`src/hdl/iou_pkg.sv`:
```
// ----------------------------------------------------------------------------
// Box IoU package
// Default widths shared by the top level and the port checker.
// ----------------------------------------------------------------------------
`default_nettype none

package iou_pkg;

    localparam int COORD_BITS_DEF = 12;
    localparam int FRAC_BITS_DEF  = 16;

endpackage

`default_nettype wire

```
`src/hdl/iou_front.sv`:
```
// ----------------------------------------------------------------------------
// Box IoU front end
// Four-stage pipeline: per-axis overlap, extents and areas, intersection
// area and area sum, then union and divisor setup for the divider chain.
// ----------------------------------------------------------------------------
`default_nettype none

module iou_front #(
    parameter int COORD_BITS = 12,
    parameter int AREA_W     = 2 * COORD_BITS,
    parameter int UNI_W      = 2 * COORD_BITS + 1,
    parameter int SIDE_W     = 4 * COORD_BITS + 3
) (
    input  wire logic                  aclk,
    input  wire logic                  aresetn,
    input  wire logic                  in_valid,
    output logic                       in_ready,
    input  wire logic [COORD_BITS-1:0] in_first_left,
    input  wire logic [COORD_BITS-1:0] in_first_top,
    input  wire logic [COORD_BITS-1:0] in_first_width,
    input  wire logic [COORD_BITS-1:0] in_first_height,
    input  wire logic [COORD_BITS-1:0] in_second_left,
    input  wire logic [COORD_BITS-1:0] in_second_top,
    input  wire logic [COORD_BITS-1:0] in_second_width,
    input  wire logic [COORD_BITS-1:0] in_second_height,
    output logic                       out_valid,
    input  wire logic                  out_ready,
    output logic [UNI_W-1:0]           out_rem,
    output logic [UNI_W-1:0]           out_div,
    output logic [SIDE_W-1:0]          out_side
);

    localparam int C = COORD_BITS;

    logic v1_reg, v2_reg, v3_reg, v4_reg;
    logic rdy1, rdy2, rdy3, rdy4;

    // Stage 1 registers.
    logic [C-1:0] lo_x_reg, lo_y_reg, lo_x_next, lo_y_next;
    logic [C:0]   hi_x_reg, hi_y_reg, hi_x_next, hi_y_next;
    logic [C-1:0] w1_reg, h1_reg, w2_reg, h2_reg;
    logic [C:0]   end1_x, end2_x, end1_y, end2_y;

    // Stage 2 registers.
    logic [C-1:0]      org_x2_reg, org_y2_reg, org_x_next, org_y_next;
    logic [C:0]        ext_x2_reg, ext_y2_reg, ext_x_next, ext_y_next;
    logic [AREA_W-1:0] area1_reg, area2_reg, area1_next, area2_next;

    // Stage 3 registers.
    logic [C-1:0]      org_x3_reg, org_y3_reg;
    logic [C:0]        ext_x3_reg, ext_y3_reg;
    logic [AREA_W-1:0] inter_reg, inter_next;
    logic [UNI_W-1:0]  asum_reg, asum_next;
    logic [2*C+1:0]    inter_prod;

    // Stage 4 registers.
    logic [UNI_W-1:0]  rem_reg, div_reg, rem_next, div_next, union_area;
    logic [SIDE_W-1:0] side_reg, side_next;
    logic              empty;

    assign rdy4     = !v4_reg || out_ready;
    assign rdy3     = !v3_reg || rdy4;
    assign rdy2     = !v2_reg || rdy3;
    assign rdy1     = !v1_reg || rdy2;
    assign in_ready = rdy1;

    always_comb begin
        end1_x    = {1'b0, in_first_left} + {1'b0, in_first_width};
        end2_x    = {1'b0, in_second_left} + {1'b0, in_second_width};
        end1_y    = {1'b0, in_first_top} + {1'b0, in_first_height};
        end2_y    = {1'b0, in_second_top} + {1'b0, in_second_height};
        lo_x_next = (in_first_left > in_second_left) ? in_first_left : in_second_left;
        lo_y_next = (in_first_top > in_second_top) ? in_first_top : in_second_top;
        hi_x_next = (end1_x < end2_x) ? end1_x : end2_x;
        hi_y_next = (end1_y < end2_y) ? end1_y : end2_y;
    end

    always_comb begin
        if (hi_x_reg < {1'b0, lo_x_reg}) begin
            org_x_next = '0;
            ext_x_next = '0;
        end else begin
            org_x_next = lo_x_reg;
            ext_x_next = hi_x_reg - {1'b0, lo_x_reg};
        end
        if (hi_y_reg < {1'b0, lo_y_reg}) begin
            org_y_next = '0;
            ext_y_next = '0;
        end else begin
            org_y_next = lo_y_reg;
            ext_y_next = hi_y_reg - {1'b0, lo_y_reg};
        end
        area1_next = {{C{1'b0}}, w1_reg} * {{C{1'b0}}, h1_reg};
        area2_next = {{C{1'b0}}, w2_reg} * {{C{1'b0}}, h2_reg};
    end

    always_comb begin
        inter_prod = {{(C+1){1'b0}}, ext_x2_reg} * {{(C+1){1'b0}}, ext_y2_reg};
        inter_next = inter_prod[AREA_W-1:0];
        asum_next  = {1'b0, area1_reg} + {1'b0, area2_reg};
    end

    // An empty union forces a divisor of one with a zero remainder, so the
    // divider chain yields a zero ratio.
    always_comb begin
        union_area = asum_reg - {1'b0, inter_reg};
        empty      = (union_area == '0);
        div_next   = empty ? UNI_W'(1) : union_area;
        rem_next   = {1'b0, inter_reg};
        side_next  = {org_x3_reg, org_y3_reg, ext_x3_reg, ext_y3_reg, empty};
    end

    always_ff @(posedge aclk) begin
        if (!aresetn) begin
            v1_reg <= 1'b0;
            v2_reg <= 1'b0;
            v3_reg <= 1'b0;
            v4_reg <= 1'b0;
        end else begin
            if (rdy1) v1_reg <= in_valid;
            if (rdy2) v2_reg <= v1_reg;
            if (rdy3) v3_reg <= v2_reg;
            if (rdy4) v4_reg <= v3_reg;
        end
    end

    always_ff @(posedge aclk) begin
        if (rdy1 && in_valid) begin
            lo_x_reg <= lo_x_next;
            lo_y_reg <= lo_y_next;
            hi_x_reg <= hi_x_next;
            hi_y_reg <= hi_y_next;
            w1_reg   <= in_first_width;
            h1_reg   <= in_first_height;
            w2_reg   <= in_second_width;
            h2_reg   <= in_second_height;
        end
        if (rdy2 && v1_reg) begin
            org_x2_reg <= org_x_next;
            org_y2_reg <= org_y_next;
            ext_x2_reg <= ext_x_next;
            ext_y2_reg <= ext_y_next;
            area1_reg  <= area1_next;
            area2_reg  <= area2_next;
        end
        if (rdy3 && v2_reg) begin
            org_x3_reg <= org_x2_reg;
            org_y3_reg <= org_y2_reg;
            ext_x3_reg <= ext_x2_reg;
            ext_y3_reg <= ext_y2_reg;
            inter_reg  <= inter_next;
            asum_reg   <= asum_next;
        end
        if (rdy4 && v3_reg) begin
            rem_reg  <= rem_next;
            div_reg  <= div_next;
            side_reg <= side_next;
        end
    end

    assign out_valid = v4_reg;
    assign out_rem   = rem_reg;
    assign out_div   = div_reg;
    assign out_side  = side_reg;

endmodule

`default_nettype wire

```
`src/hdl/iou_div_cell.sv`:
```
// ----------------------------------------------------------------------------
// Box IoU divider cell
// One restoring-division step: resolves one quotient bit and hands the
// partial remainder, divisor, quotient and side data to the next cell.
// ----------------------------------------------------------------------------
`default_nettype none

module iou_div_cell #(
    parameter int UNI_W  = 25,
    parameter int Q_W    = 17,
    parameter int SIDE_W = 51,
    parameter bit DOUBLE = 1'b1
) (
    input  wire logic              aclk,
    input  wire logic              aresetn,
    input  wire logic              in_valid,
    output logic                   in_ready,
    input  wire logic [UNI_W-1:0]  in_rem,
    input  wire logic [UNI_W-1:0]  in_div,
    input  wire logic [Q_W-1:0]    in_quo,
    input  wire logic [SIDE_W-1:0] in_side,
    output logic                   out_valid,
    input  wire logic              out_ready,
    output logic [UNI_W-1:0]       out_rem,
    output logic [UNI_W-1:0]       out_div,
    output logic [Q_W-1:0]         out_quo,
    output logic [SIDE_W-1:0]      out_side
);

    logic              valid_reg;
    logic [UNI_W-1:0]  rem_reg, div_reg, rem_next;
    logic [Q_W-1:0]    quo_reg, quo_next;
    logic [SIDE_W-1:0] side_reg;
    logic [UNI_W:0]    trial, diff;
    logic              take;

    assign in_ready = !valid_reg || out_ready;

    always_comb begin
        trial    = DOUBLE ? {in_rem, 1'b0} : {1'b0, in_rem};
        diff     = trial - {1'b0, in_div};
        take     = (trial >= {1'b0, in_div});
        rem_next = take ? diff[UNI_W-1:0] : trial[UNI_W-1:0];
        quo_next = {in_quo[Q_W-2:0], take};
    end

    always_ff @(posedge aclk) begin
        if (!aresetn) begin
            valid_reg <= 1'b0;
        end else if (in_ready) begin
            valid_reg <= in_valid;
        end
    end

    always_ff @(posedge aclk) begin
        if (in_ready && in_valid) begin
            rem_reg  <= rem_next;
            div_reg  <= in_div;
            quo_reg  <= quo_next;
            side_reg <= in_side;
        end
    end

    assign out_valid = valid_reg;
    assign out_rem   = rem_reg;
    assign out_div   = div_reg;
    assign out_quo   = quo_reg;
    assign out_side  = side_reg;

endmodule

`default_nettype wire

```
`src/hdl/box_intersection_over_union.sv`:
```
// ----------------------------------------------------------------------------
// Box intersection over union
// Intersection box and IoU ratio of two axis-aligned boxes.
// ----------------------------------------------------------------------------
// The block takes one box pair per cycle while s_ready is high and returns
// one result per pair, in order. Four front stages find the overlap, the
// areas and the union; a chain of FRAC_BITS + 1 divider cells then resolves
// one ratio bit each, and the throughput is one transfer per cycle when the
// result side is ready. Stalls propagate stage by stage, so empty stages
// keep filling while a result waits. The ratio is truncated and reads zero,
// with empty_union set, when both boxes have zero area.
// ----------------------------------------------------------------------------
`default_nettype none

module box_intersection_over_union #(
    parameter int COORD_BITS = iou_pkg::COORD_BITS_DEF,
    parameter int FRAC_BITS  = iou_pkg::FRAC_BITS_DEF
) (
    input  wire logic                  aclk,
    input  wire logic                  aresetn,
    input  wire logic                  s_valid,
    output logic                       s_ready,
    input  wire logic [COORD_BITS-1:0] s_first_left,
    input  wire logic [COORD_BITS-1:0] s_first_top,
    input  wire logic [COORD_BITS-1:0] s_first_width,
    input  wire logic [COORD_BITS-1:0] s_first_height,
    input  wire logic [COORD_BITS-1:0] s_second_left,
    input  wire logic [COORD_BITS-1:0] s_second_top,
    input  wire logic [COORD_BITS-1:0] s_second_width,
    input  wire logic [COORD_BITS-1:0] s_second_height,
    output logic                       m_valid,
    input  wire logic                  m_ready,
    output logic [COORD_BITS-1:0]      m_overlap_left,
    output logic [COORD_BITS-1:0]      m_overlap_top,
    output logic [COORD_BITS:0]        m_overlap_width,
    output logic [COORD_BITS:0]        m_overlap_height,
    output logic [FRAC_BITS:0]         m_iou_ratio,
    output logic                       m_empty_union
);

    localparam int C      = COORD_BITS;
    localparam int AREA_W = 2 * C;
    localparam int UNI_W  = 2 * C + 1;
    localparam int SIDE_W = 4 * C + 3;
    localparam int Q_W    = FRAC_BITS + 1;
    localparam int NCELL  = FRAC_BITS + 1;

    logic              valid_w [0:NCELL];
    logic              ready_w [0:NCELL];
    logic [UNI_W-1:0]  rem_w   [0:NCELL];
    logic [UNI_W-1:0]  div_w   [0:NCELL];
    logic [Q_W-1:0]    quo_w   [0:NCELL];
    logic [SIDE_W-1:0] side_w  [0:NCELL];

    iou_front #(
        .COORD_BITS (C),
        .AREA_W     (AREA_W),
        .UNI_W      (UNI_W),
        .SIDE_W     (SIDE_W)
    ) u_front (
        .aclk             (aclk),
        .aresetn          (aresetn),
        .in_valid         (s_valid),
        .in_ready         (s_ready),
        .in_first_left    (s_first_left),
        .in_first_top     (s_first_top),
        .in_first_width   (s_first_width),
        .in_first_height  (s_first_height),
        .in_second_left   (s_second_left),
        .in_second_top    (s_second_top),
        .in_second_width  (s_second_width),
        .in_second_height (s_second_height),
        .out_valid        (valid_w[0]),
        .out_ready        (ready_w[0]),
        .out_rem          (rem_w[0]),
        .out_div          (div_w[0]),
        .out_side         (side_w[0])
    );

    assign quo_w[0] = '0;

    // The first cell decides the integer bit without doubling the remainder.
    for (genvar i = 0; i < NCELL; i++) begin : g_cell
        iou_div_cell #(
            .UNI_W  (UNI_W),
            .Q_W    (Q_W),
            .SIDE_W (SIDE_W),
            .DOUBLE (i != 0)
        ) u_cell (
            .aclk      (aclk),
            .aresetn   (aresetn),
            .in_valid  (valid_w[i]),
            .in_ready  (ready_w[i]),
            .in_rem    (rem_w[i]),
            .in_div    (div_w[i]),
            .in_quo    (quo_w[i]),
            .in_side   (side_w[i]),
            .out_valid (valid_w[i+1]),
            .out_ready (ready_w[i+1]),
            .out_rem   (rem_w[i+1]),
            .out_div   (div_w[i+1]),
            .out_quo   (quo_w[i+1]),
            .out_side  (side_w[i+1])
        );
    end

    assign ready_w[NCELL] = m_ready;
    assign m_valid        = valid_w[NCELL];
    assign m_iou_ratio    = quo_w[NCELL];

    assign m_overlap_left   = side_w[NCELL][SIDE_W-1 -: C];
    assign m_overlap_top    = side_w[NCELL][SIDE_W-1-C -: C];
    assign m_overlap_width  = side_w[NCELL][C+2 +: C+1];
    assign m_overlap_height = side_w[NCELL][1 +: C+1];
    assign m_empty_union    = side_w[NCELL][0];

endmodule

`default_nettype wire

```
`config.mk`:
```
export PLATFORM = sky130hd
export DESIGN_NAME = box_intersection_over_union
export DESIGN_NICKNAME = d
export VERILOG_FILES = /design/src/hdl/iou_pkg.sv /design/src/hdl/iou_front.sv /design/src/hdl/iou_div_cell.sv /design/src/hdl/box_intersection_over_union.sv
export SDC_FILE = /design/constraint.sdc
export NUM_CORES = 2
export LEC_CHECK = 0
export BUFFER_PORTS_ARGS = -buffer_cell sky130_fd_sc_hd__buf_4
export CAP_MARGIN = 20
export CORE_MARGIN = 3
export CORE_UTILIZATION = 58
export DETAILED_ROUTE_END_ITERATION = 12
export HOLD_SLACK_MARGIN = 0.12
export MAX_ROUTING_LAYER = met4
export PLACE_DENSITY = 0.73
export SLEW_MARGIN = 20
export SYNTH_ARGS = -nofsm -noshare
export SYNTH_HDL_FRONTEND = slang
export SYNTH_HIERARCHICAL = 1
export SYNTH_SLANG_ARGS = --single-unit
```
`constraint.sdc`:
```
create_clock -name aclk -period 11.09 [get_ports aclk]
set_input_delay 1.109 -clock aclk [delete_from_list [all_inputs] [get_ports aclk]]
set_output_delay 1.109 -clock aclk [all_outputs]
set_load 0.02 [all_outputs]
```
* Yosys cells after proc, flatten, opt, wreduce, memory -nomap -nowiden
Index checks and enable logic that the tools add are counted.
** Storage, ports and cells
- Register bits after elaboration :: 2236
- Input bits :: 100
- Logic and storage cells :: 260
** Operators by class
- Add/subtract/negate cells :: 24
- $mul :: 3
- Order comparisons :: 23
- Multiplexer cells :: 20
- Reductions and logical operators :: 64
** Operator list (number)
- >= comparator 26 x 25 -> 1 bit :: 16
- 2-to-1 mux 25 bit :: 15
- subtractor 25 bit :: 15
- adder 12 x 12 -> 13 bit :: 4
- multiplier 12 x 12 -> 24 bit :: 2
- < comparator 13 x 12 -> 1 bit :: 2
- < comparator 13 bit :: 2
- 2-to-1 mux 13 bit :: 2
- subtractor 13 x 12 -> 13 bit :: 2
- adder 24 x 24 -> 25 bit :: 1
- >= comparator 24 x 25 -> 1 bit :: 1
- zero test 25 bit :: 1
- subtractor 24 x 25 -> 25 bit :: 1
- subtractor 25 x 24 -> 25 bit :: 1
- greater-than comparator 12 bit :: 2
- multiplier 13 x 13 -> 24 bit :: 1
- 2-to-1 mux 12 bit :: 2
- 2-to-1 mux 24 bit :: 1
- logical AND 1 bit :: 21
- zero test 1 bit :: 21
- logical OR 1 bit :: 21

* Depth between registers and ports, before layout
- Depth in word-level cells :: 23
- Mapped depth :: 23

* By module
The synthesis kept the hierarchy.
** By module, submodules not included
- iou_div_cell at g_cell[10].u_cell ... :: instances 15, cells an instance 383, area an instance 5342.6 µm², sequential area each 3563.4 µm²
- iou_front :: instances 1, cells an instance 3153, area an instance 33702.3 µm², sequential area each 11941.5 µm²
- iou_div_cell at g_cell[0].u_cell :: instances 1, cells an instance 404, area an instance 5619.1 µm², sequential area each 3563.4 µm²
- iou_div_cell at g_cell[16].u_cell :: instances 1, cells an instance 404, area an instance 5432.7 µm², sequential area each 3563.4 µm²
- box_intersection_over_union :: instances 1, cells an instance 1, area an instance 3.8 µm², sequential area each 0.0 µm²

* Worst setup path after synthesis
OpenSTA, ideal clock, no wires.
- Path kind :: input -> register
- From :: input port m_ready
- To :: register u_front.area1_reg[0], enable pin
- Setup time :: 0.704 ns
- Arrival :: 10.447 ns
- Path slack :: -0.061 ns
- Stages :: 20
- Path buffers :: 0
- Cell sequence :: nand2b_1 nand2b_1 nand2b_1 nand2b_1 nand2b_1 nand2b_1 nand2b_1 nand2b_1 nand2b_1 nand2b_1 nand2b_1 nand2b_1 nand2b_1 nand2b_1 nand2b_1 nand2b_1 nand2b_1 nor2b_1 and2_0 a21boi_0
** RTL lines
- start: declaration :: RTL line box_intersection_over_union.sv:32 : input wire logic m_ready,
- end signal: assignment :: RTL line iou_front.sv:143 : area1_reg <= area1_next;
- end: declaration :: RTL line iou_front.sv:47 : logic [AREA_W-1:0] area1_reg, area2_reg, area1_next, area2_next;

==> results.toml <==
[sta]
fin_skew_ps = 95.7
timing.final.crit_period_ps = 6940
finalSetupViolations = 0
slew_headroom_pct = 26.5
final.period_utilization_pct = 62.6
final_sum_of_negative_setup_slack_ps = 0
max_freq_mhz = 144
hold_viol = 0
rsz0062_at_grt = "false"
worst_pin_slew_ps = 1100
timing_max_transition_violations_final = 0

[worst_setup_path]
critical_path_capture_point_type = "output pin"
r2r_cells = 21
cp-start-kind = "primary input"
cp.required_ps = 9980
timing.rr.end = "u_front/inter_reg[23]"
crit_end = "s_ready"
rrSetupSlack_ps = 4870
worstReg2RegStart = "u_front/ext_x2_reg[10]"
setup.worst_path.class = "primary input to output pin"
timing.critical_path.fanout_max = 6
critPathArrivalTime_ps = 5830
worstSetupStartpoint = "m_ready"

[clock_tree]
clock_tree.root_cell = "sky130_fd_sc_hd__clkbuf_16"
postCtsResizedCells = 0
tritoncts.num_buffers = 221
holdBufCountCts = 0
h_tree_levels = 4
post_cts_buffers = 0
cts.sinks = 2236
worstSkewPairLatency_ps = 910
clockBufferDepth = 3
clk_pin_slew_worst_paths_ps = 60
cts_tree = "done"

[layout]
multiInputGateArea_mm2 = 0.0459
fillers = 14971
final_layout_size_suffix_gt1_share_pct = 8.68
largest_reg_flops = 867
final-seq-area_mm2 = 0.0669
post-route-util_pct = 63.8
syn2layout_area_growth_pct = 9.34
finalInstanceArea_mm2 = 0.129
final_stage_net_count = 10713

[global_routing]
first_global_vias = 72305
globalRouteMet2Util_pct = 45.3
grt_max_degree = 77
grt_most_used_layer = "met2"
grt_antenna_before_repair = 6
grt-ovfl-total = 0
grt_first_pass_wirelength_mm = 415
grt_use_total_pct = 26.4
use_met1_pct = 32.9
grt.met3_usage_pct = 2.90

[power_and_ir_drop]
leakage_uw = 0.0516
power-per-cell-area_mw_per_mm2 = 188
vdd_drop_max_mv = 0.280

[die]
start_util_pct = 58.4
die-area_mm2 = 0.209
die_w_um = 457
io_pins = 170
die_height_um = 457
rows = 165
design.core.area_mm2 = 0.203

[routing]
detail_route.vias_per_cell = 5.77
detailroute.via_count = 71282
drt.antenna.violating_nets = 0
post-route-drc-count = 0
dr_pass1_iterations = 6
detail_route.iter0.violations = 5285
wirelength_mm = 268
detail_route.wl_per_cell_um = 21.7

[run]
number_of_max_cap_violations = 0

[synth]
yosys_warnings = 6
synthCells = 9344
synth.net_count = 10568
synth_area_per_cell_um2 = 12.7
mapped_area_mm2 = 0.118

[place]
placement.io_buffers = 169
place.gp.congestion = 0.988
detailed_place_hpwl_mm = 198
placed_area_mm2 = 0.122

[run_status]
status = "finished, final reports clean"

[worst_hold_path]
hp-class = "flip-flop to flip-flop"
hold_start = "g_cell[1].u_cell/out_side[15]"
-- placed cells by master (no fill, tap or decap), types with 40 or more instances in the layout --
| master | instances |
|---|---|
| sky130_fd_sc_hd__edfxtp_1 | 2215 |
| sky130_fd_sc_hd__inv_1 | 1077 |
| sky130_fd_sc_hd__ha_1 | 779 |
| sky130_fd_sc_hd__a21oi_1 | 667 |
| sky130_fd_sc_hd__nand2_1 | 621 |
| sky130_fd_sc_hd__nor2_1 | 479 |
| sky130_fd_sc_hd__fa_1 | 345 |
| sky130_fd_sc_hd__xnor2_1 | 298 |
| sky130_fd_sc_hd__o21ai_0 | 264 |
| sky130_fd_sc_hd__and2_1 | 243 |
| sky130_fd_sc_hd__clkbuf_16 | 221 |
| sky130_fd_sc_hd__buf_4 | 206 |
| sky130_fd_sc_hd__a21o_1 | 181 |
| sky130_fd_sc_hd__xor2_1 | 169 |
| sky130_fd_sc_hd__nand2b_1 | 131 |
| sky130_fd_sc_hd__nand3_1 | 121 |
| sky130_fd_sc_hd__a211oi_1 | 110 |
| sky130_fd_sc_hd__o21a_1 | 103 |
| sky130_fd_sc_hd__nor3_1 | 103 |
| sky130_fd_sc_hd__mux2_2 | 102 |
| sky130_fd_sc_hd__mux2_1 | 90 |
| sky130_fd_sc_hd__nand4_1 | 78 |
| sky130_fd_sc_hd__o21ai_1 | 67 |
| sky130_fd_sc_hd__nor2b_1 | 55 |
| sky130_fd_sc_hd__clkinv_1 | 51 |
| sky130_fd_sc_hd__o211ai_1 | 49 |
| sky130_fd_sc_hd__a31oi_1 | 46 |
| sky130_fd_sc_hd__mux2_4 | 40 |
-- layout make-up --
| cell class | instances | area share [%] |
|---|---|---|
| repair buffers | 208 | 1.24 |
| clock buffers | 258 | 4.39 |
| diodes | 3 | 0.00581 |
| well taps | 2672 | 2.59 |
| inverters | 1079 | 3.13 |
| clock inverters | 156 | 1.34 |
| flip-flops and latches | 2236 | 51.8 |
| multi-input cells | 5743 | 35.5 |
-- through the flow --
stage               std cells  hold slack, ps  power [µW]  worst slack [ps]
floorplan                9344             400       15100              2200
global placement        11936             400       16800              4540
detailed placement      11936             405       16900              4480
CTS                     12350             328       24500              4150
global route            12354             352       25800              3790
finish                  12355             349       24300              4150
-- power by group --
| part | leakage, µW | switching, µW | internal, µW |
|---|---|---|---|
| logic | 0.0269 | 3860 | 2850 |
| clock network | 0.00355 | 3260 | 4230 |
| registers | 0.0212 | 288 | 9810 |
| total | 0.0516 | 7410 | 16900 |
-- routing by layer --
layer | vias to the layer above | wire [µm] | share of wire (%)
li1 | 33810 | - | -
met1 | 35142 | 112000 | 42
met2 | 1861 | 136000 | 51
met3 | 469 | 11000 | 4.1
met4 | 0 | 8710 | 3.3
met5 | - | 0 | 0
-- critical path, stage by stage --
cell and delay [ps]:
sky130_fd_sc_hd__buf_4 110, sky130_fd_sc_hd__nand2b_1 160, sky130_fd_sc_hd__nand2b_1 210, sky130_fd_sc_hd__nand2b_1 210
sky130_fd_sc_hd__nand2b_1 200, sky130_fd_sc_hd__nand2b_1 200, sky130_fd_sc_hd__nand2b_1 210, sky130_fd_sc_hd__nand2b_1 210
sky130_fd_sc_hd__nand2b_1 200, sky130_fd_sc_hd__nand2b_1 190, sky130_fd_sc_hd__nand2b_1 190, sky130_fd_sc_hd__nand2b_1 200
sky130_fd_sc_hd__nand2b_1 220, sky130_fd_sc_hd__nand2b_1 210, sky130_fd_sc_hd__nand2b_1 190, sky130_fd_sc_hd__nand2b_1 190
sky130_fd_sc_hd__nand2b_1 190, sky130_fd_sc_hd__nand2b_1 190, sky130_fd_sc_hd__nor2b_1 310, sky130_fd_sc_hd__and2_0 560
sky130_fd_sc_hd__nand3_1 170, sky130_fd_sc_hd__buf_4 190
-- worst min path at each step --
| stage | to | slack (ps) | depth (start not counted) |
|---|---|---|---|
| after floorplan | g_cell[0].u_cell/out_side[0] | 400 | 0 |
| after global placement | g_cell[16].u_cell/out_quo[10] | 400 | 0 |
| after detailed placement | g_cell[0].u_cell/out_side[19] | 400 | 0 |
| after CTS | u_front/h2_reg[9] | 330 | 1 |
| after global routing | g_cell[5].u_cell/out_side[29] | 350 | 0 |
| final | g_cell[2].u_cell/out_side[15] | 350 | 0 |
No activity file was read; power rests on OpenSTA's default activity.
